<file path="src/rtl/pvkf_div.sv">
// pvkf_div: radix-2 restoring divider for the Kalman gain, (num * 2^F) / den.
// One quotient bit per cycle, truncated toward zero, saturated.
module pvkf_div #(
    parameter int FRAC_BITS = 16
) (
    input  logic               i_clk,
    input  logic               i_rst_n,
    input  logic               i_start,
    input  logic signed [31:0] i_num,
    input  logic [31:0]        i_den,
    output logic               o_busy,
    output logic signed [31:0] o_q
);

    localparam int NW = 32 + FRAC_BITS;
    localparam int CW = $clog2(NW + 1);

    logic          r_busy;
    logic [CW-1:0] r_cnt;
    logic [NW-1:0] r_quo;
    logic [31:0]   r_rem;
    logic [31:0]   r_den;
    logic          r_neg;
    logic [31:0]   mag;
    logic [32:0]   rem_sh;
    logic [33:0]   diff;

    always_comb begin
        mag    = i_num[31] ? (~i_num + 32'd1) : i_num;
        rem_sh = {r_rem, r_quo[NW-1]};
        diff   = {1'b0, rem_sh} - {2'b00, r_den};
    end

    always_ff @(posedge i_clk) begin
        if (!i_rst_n) begin
            r_busy <= 1'b0;
            r_cnt  <= '0;
        end else if (i_start) begin
            r_busy <= 1'b1;
            r_cnt  <= CW'(NW);
        end else if (r_busy) begin
            r_cnt  <= r_cnt - 1'b1;
            r_busy <= (r_cnt != CW'(1));
        end
    end

    always_ff @(posedge i_clk) begin
        if (i_start) begin
            r_quo <= NW'(mag) << FRAC_BITS;
            r_rem <= '0;
            r_den <= i_den;
            r_neg <= i_num[31];
        end else if (r_busy) begin
            if (!diff[33]) begin
                r_rem <= diff[31:0];
                r_quo <= {r_quo[NW-2:0], 1'b1};
            end else begin
                r_rem <= rem_sh[31:0];
                r_quo <= {r_quo[NW-2:0], 1'b0};
            end
        end
    end

    always_comb begin
        if (!r_neg) begin
            o_q = (r_quo > NW'(32'h7FFF_FFFF)) ? 32'sh7FFF_FFFF : r_quo[31:0];
        end else begin
            o_q = (r_quo > NW'(32'h8000_0000)) ? 32'sh8000_0000 : (~r_quo[31:0] + 32'd1);
        end
    end

    assign o_busy = r_busy;

endmodule

</file>
<file path="config.mk">
export PLATFORM = sky130hd
export DESIGN_NAME = pvkf_div
export DESIGN_NICKNAME = d
export VERILOG_FILES = /design/src/rtl/pvkf_div.sv
export SDC_FILE = /design/constraint.sdc
export NUM_CORES = 1
export LEC_CHECK = 0
export BUFFER_PORTS_ARGS = -buffer_cell sky130_fd_sc_hd__buf_2
export CORE_AREA = 2 2 125 127
export CTS_CLUSTER_DIAMETER = 200
export CTS_CLUSTER_SIZE = 25
export DETAILED_ROUTE_END_ITERATION = 6
export DIE_AREA = 0 0 127 129
export GPL_TIMING_DRIVEN = 1
export PLACE_DENSITY = 0.73
export SYNTH_ARGS = -nofsm -noshare
export SYNTH_HDL_FRONTEND = slang
export SYNTH_SLANG_ARGS = --single-unit
</file>
<file path="constraint.sdc">
create_clock -name i_clk -period 6.83 [get_ports i_clk]
set_input_delay 1.0245 -clock i_clk [delete_from_list [all_inputs] [get_ports i_clk]]
set_output_delay 1.0245 -clock i_clk [all_outputs]
set_load 0.03 [all_outputs]
</file>
==> impl_metrics.csv, run 1 <==
group,metric,value,unit
status,run_status,"finished clean",
grt,groute.usage.overall,0.234,
setup_path,critPathBufInv,2,
sta,finalCritPeriodShare,0.758,
placed_design,dp_cells,1189,
cts,tritoncts,"done",
die,core,0.0150,mm^2
setup_path,worst-r2r-cell-count,10,
sta,hold_viol_final,0,
logic_synthesis,syn-mean-instance-area,8.68,um^2
power_and_ir_drop,p_clk_frac,0.385,
power_and_ir_drop,p_seq_frac,0.377,
routing,dr_total_vias,7269,
power_and_ir_drop,power.leakage,0.00401,uW
placed_design,dp_hpwl,13.3,mm
grt,grt_pass1_vias,6581,
setup_path,crit_path_end_kind,"output port",
sta,worst_slew_margin_rel,0.267,
setup_path,timing.critical_path.max_delay_family,"simple AND/OR/NAND/NOR gates",
cts,cts_hold_buffers,0,
sta,rsz0062_at_grt,"false",
routing,drc,0,
power_and_ir_drop,vdd_drop_max,170,uV
worst_hold_path,whs_endpoint,"r_rem[2]",
grt,grt_pass1_wl,31.4,mm
power_and_ir_drop,p_per_area,247,mW/mm^2
logic_synthesis,post-synth-top-area-cell,"edfxtp_1",
logic_synthesis,ys_seq_area_frac,0.373,
sta,worstMarginPinSlew,1.10,ns
die,die_y,129,um
cts,insertion_delay,0.41,ns
final_layout,stdcell_area,0.00938,mm^2
setup_path,ff2ff_setup_slack,3.34,ns
final_layout,drive_gt1_frac,0.157,
final_layout,fin_cells,1221,
sta,setup_viol,0,
grt,grt_overflow,0,
setup_path,arrival,4.16,ns
final_layout,nets,1124,
die,dieArea,0.0164,mm^2
placed_design,place_congestion,0.917,
cts,cts.repair.resized,0,
worst_hold_path,min_from,"r_rem[2]",
logic_synthesis,async_flop_share,0,
placed_design,io_buffers,99,
setup_path,max_stage_delay,0.76,ns
logic_synthesis,yosys_warnings,0,
routing,routedWlPerCell,15.5,um
power_and_ir_drop,p_switching,702,uW
logic_synthesis,synth_nets,1047,
cts,numCtsBuffers,17,
setup_path,crit_slowest_cell,"o41a_1",
power_and_ir_drop,internal-power,1620,uW
setup_path,cp_max_fo,29,
cts,ctsHtreeMaxLevel,4,
setup_path,cp.required,5.81,ns
cts,cts-root-buf,"clkbuf_16",
routing,drt_iter0_markers,524,
routing,wirelength,18.9,mm
die,io_pins,100,
logic_synthesis,yosys-top-cells-area,"edfxtp_1 (24%), dfxtp_1 (13%), ha_1 (5.5%)",
final_layout,area_growth,14.7,%
run,drv_cap,0,
final_layout,layout_commonest_cell,"nand2_1",
routing,routed_via_density,5.95,
sta,fmax,0.193,GHz
sta,min_period,5.18,ns
sta,finClkSkew,0.00424,ns
power_and_ir_drop,pwr-share-comb,0.238,
setup_path,start_kind,"flop",
placed_design,dpl_cell_area,0.00878,mm^2
final_layout,antenna_cells,0,
grt,grt_max_degree,77,
die,die_x,127,um
logic_synthesis,synth_top_area_share,0.238,
routing,ant_nets,0,
logic_synthesis,synth_edf_count,65,
setup_path,cp_cell_sequence,"inv_1 -> ha_1 -> or4b_4 -> nor3_4 -> nand4_2 -> o41a_1 -> or2_1 -> o311ai_0 -> buf_2",
final_layout,layout_common_cells,"nand2_1 (109), buf_2 (98), nor2_1 (86)",
logic_synthesis,synthCells,943,
setup_path,reg2reg_to,"r_rem[20]",
die,start_util,0.546,
routing,dr.pass1.iters,5,
cts,cts_buffer_depth,2,
die,rows,45,
logic_synthesis,synth-seq-cells,120,
power_and_ir_drop,swShare,0.303,
setup_path,r2r-start,"r_den[1]",
logic_synthesis,synth_area,0.00818,mm^2
sta,finalMaxSlewViolations,0,
cts,cts_setup_buffers,0,
grt,antenna_found_initial,0,
logic_synthesis,yosys_most_used_dff,"edfxtp_1",
cts,clock_sinks,120,
cts,clk_pin_slew,0.06,ns
worst_hold_path,hold_depth,2,
worst_hold_path,hold_class,"flop to flop",
setup_path,path_class,"flop to output port",
logic_synthesis,synth_cell_type_count,72,
sta,fin_setup_tns,0,ns
-- cells by family (layout without fill, tap and decap cells) --
group	count (synthesis)	after routing	synth area share
flip-flops	120	120	0.373
XOR/XNOR	56	56	0.0599
multiplexers	19	19	0.0234
buffers and inverters	108	198	0.0517
AND/OR/NAND/NOR	329	329	0.196
adder cells (fa/ha/maj)	37	37	0.0575
AO/OA/AOI/OAI	274	274	0.238
-- power by group through the flow --
stage	combinational (uW)	sequential (uW)	clock, uW
after floorplan	414	872	0
after global placement	537	887	0
after detailed placement	544	888	0
after CTS	549	874	904
after global routing	608	882	939
final	551	875	892
-- cells in the mapped netlist, drive strengths merged, types with 17 or more instances --
| library cell | instances |
|---|---|
| nand2 | 109 |
| nor2 | 88 |
| edfxtp | 65 |
| inv | 59 |
| dfxtp | 55 |
| o21ai | 55 |
| a21oi | 45 |
| clkbuf | 40 |
| xnor2 | 39 |
| ha | 36 |
| a22o | 30 |
| nor3 | 23 |
| a311oi | 21 |
| a21o | 20 |
| o311ai | 19 |
| mux2i | 18 |
| nand3 | 18 |
| xor2 | 17 |
-- state kept, by name, indices dropped and copies added, names as in the netlist --
signal,count
r_den,32
r_rem,32
r_quo,48
r_neg,1
r_cnt,6
o_busy,1
-- worst min-delay path: cells and delay by family (launching register included) --
family           cells  cell delay (ns)
flip-flops           1             0.33
AO/OA/AOI/OAI        1             0.05
AND/OR/NAND/NOR      1             0.07
-- how the worst max path moves through the flow --
stage	start	end	slack, ns	cells after the start
after CTS	r_quo[0]	o_q[14]	1.66	9
after detailed placement	r_quo[0]	o_q[14]	2.10	9
final	r_quo[0]	o_q[14]	1.65	9
after floorplan	r_quo[0]	o_q[11]	2.26	9
after global placement	r_quo[0]	o_q[6]	2.19	9
after global routing	r_quo[0]	o_q[14]	1.30	9
-- metrics by stage --
stage | hold WS [ns] | setup WS [ns] | power [uW] | util
after floorplan | 0.454 | 2.26 | 1290 | -
after global placement | 0.480 | 2.19 | 1420 | 0.586
after detailed placement | 0.483 | 2.10 | 1430 | 0.586
after CTS | 0.493 | 1.66 | 2330 | 0.627
after global routing | 0.523 | 1.30 | 2430 | 0.627
final | 0.496 | 1.65 | 2320 | 0.627
-- area by class of cell --
type                    count  area, um^2
flip-flops and latches    120        3050
repair buffers            107         558
clock buffers              22         517
inverters                  59         221
multi-input cells         715        4710
fillers                  1324        5590
clock inverters            10        85.1
well taps                 188         235
-- metal layers --
layer	part of all wire	global-route usage
met5	0	0
met4	0.011	0.0672
met1	0.47	0.321
met2	0.47	0.381
met3	0.048	0.0437
Power figures use the tool's default switching activity.
==> inputs of run 2 (changes only) <==
clock period = 5.2 ns   (was 6.83 ns; I/O delays follow)
==> run 2 against run 1 <==
Combinational power up 29%. Core utilization up 0.30 points. Sequential cell count unchanged. Routed wire length up 0.59%. Worst setup slack worse by 1.2 ns. First-iteration DRC count up 1.5%. Via count up 0.61%. Die area unchanged. Final area up 0.48%. Critical path depth up 3. Largest cell class unchanged. Largest power group unchanged.
==> impl_metrics.csv, run 2 (synthesis results as in run 1) <==
group,metric,value,unit
routing,routed_via_density,5.98,
sta,setup_viol,0,
cts,tritoncts,"done",
sta,rsz0062_at_grt,"false",
power_and_ir_drop,power.leakage,0.00402,uW
final_layout,antenna_cells,0,
setup_path,cp_cell_sequence,"inv_1 -> ha_1 -> or4b_4 -> nor3_4 -> nand4_2 -> o41a_1 -> buf_4 -> or4_4 -> o31ai_2 -> nand2_1 -> o311ai_1 -> buf_2",
cts,cts_setup_buffers,0,
die,die_y,129,um
setup_path,worst-r2r-cell-count,10,
die,io_pins,100,
die,start_util,0.546,
routing,dr_total_vias,7313,
routing,drc,0,
sta,hold_viol_final,0,
final_layout,layout_common_cells,"nand2_1 (109), buf_2 (98), nor2_1 (86)",
status,run_status,"finished clean",
die,dieArea,0.0164,mm^2
cts,clk_pin_slew,0.05,ns
sta,whs,0.501,ns
worst_hold_path,whs_endpoint,"r_rem[30]",
final_layout,nets,1125,
setup_path,max_stage_delay,0.53,ns
grt,grt_max_degree,62,
sta,finalMaxSlewViolations,0,
sta,worstMarginPinSlew,1.08,ns
grt,grt_pass1_wl,31.4,mm
final_layout,area_growth,15.2,%
cts,cts-root-buf,"clkbuf_16",
placed_design,dp_hpwl,13.3,mm
sta,worst_slew_margin_rel,0.278,
routing,wirelength,19.0,mm
grt,grt_overflow,0,
grt,groute.usage.overall,0.235,
setup_path,ff2ff_setup_slack,1.67,ns
final_layout,layout_commonest_cell,"nand2_1",
cts,cts_buffer_depth,2,
setup_path,arrival,3.96,ns
routing,drt_iter0_markers,532,
setup_path,path_class,"flop to output port",
cts,insertion_delay,0.42,ns
grt,antenna_found_initial,0,
setup_path,crit_path_end_kind,"output port",
cts,cts.repair.resized,0,
final_layout,final_core_util,0.630,
sta,fmax,0.211,GHz
sta,finClkSkew,0.0109,ns
die,core,0.0150,mm^2
placed_design,io_buffers,99,
routing,dr.pass1.iters,5,
sta,fin_setup_tns,0,ns
setup_path,start_kind,"flop",
final_layout,top_register,"r_quo",
worst_hold_path,hold_depth,2,
cts,clock_sinks,120,
die,die_x,127,um
worst_hold_path,hold_class,"flop to flop",
final_layout,largest_reg_flops,48,
power_and_ir_drop,vdd_drop_max,267,uV
setup_path,cp_max_fo,21,
setup_path,cp.required,4.42,ns
routing,routedWlPerCell,15.6,um
setup_path,r2r-start,"r_den[6]",
final_layout,drive_gt1_frac,0.157,
grt,grt_pass1_vias,6581,
placed_design,place_congestion,0.964,
final_layout,reg_top3,"r_quo: 48 flops, r_den: 32 flops, r_rem: 32 flops",
sta,min_period,4.74,ns
setup_path,reg2reg_to,"r_rem[12]",
run,drv_cap,0,
cts,cts_hold_buffers,0,
cts,ctsHtreeMaxLevel,4,
cts,numCtsBuffers,17,
sta,finalCritPeriodShare,0.911,
worst_hold_path,min_from,"r_rem[29]",
routing,ant_nets,0,
die,rows,45,
setup_path,crit_slowest_cell,"o41a_1",
power_and_ir_drop,p_per_area,331,mW/mm^2
==> run 2: worst max path at each step <==
stage	from	endpoint	slack [ns]	cells past startpoint
after floorplan	r_quo[0]	o_q[11]	0.88	9
after global placement	r_quo[0]	o_q[22]	0.99	12
after detailed placement	r_quo[0]	o_q[22]	0.92	12
after CTS	r_quo[0]	o_q[22]	0.46	12
after global routing	r_quo[0]	o_q[22]	0.24	12
final	r_quo[0]	o_q[22]	0.46	12
==> run 2: final cells by class <==
class / instances / area, um^2
tap: 188 / 235
sequential: 120 / 3050
inverter: 59 / 221
multi-input combinational: 715 / 4710
fill: 1309 / 5550
timing repair buffer: 108 / 566
clock buffer: 20 / 468
clock inverter: 12 / 171
==> run 2: worst max-delay path: cells and delay by family (launching register included) <==
| family | cells | cell delay [ns] |
|---|---|---|
| and+or+nand+nor | 5 | 1.56 |
| AOI/OAI and AO/OA | 3 | 0.79 |
| buffers and inverters | 3 | 0.59 |
| DFF | 1 | 0.34 |
| adders and majority gates | 1 | 0.23 |
==> run 2: per-stage QoR <==
step	area (um^2)	instances	worst slack, ns	power (uW)
floorplan	8180	943	0.878	1690
global placement	8790	1190	0.988	1870
detailed placement	8790	1190	0.916	1880
CTS	9430	1222	0.463	3140
global route	9430	1222	0.243	3280
finish	9430	1222	0.463	3120
==> run 2: power breakdown <==
| group | total [uW] | switching, uW | internal (uW) |
|---|---|---|---|
| Combinational | 713 | 428 | 285 |
| Sequential | 1160 | 70.1 | 1090 |
| Clock | 1250 | 416 | 839 |
==> run 2: routing by layer <==
layer  wire (um)  vias to the layer above  share of wire  GRT usage
li1            -                     3662              -          -
met1        8930                     3420           0.47      0.319
met2        8820                      199           0.46      0.374
met3         926                       32          0.049     0.0416
met4         363                        0          0.019     0.0950
met5           0                        -              0          0
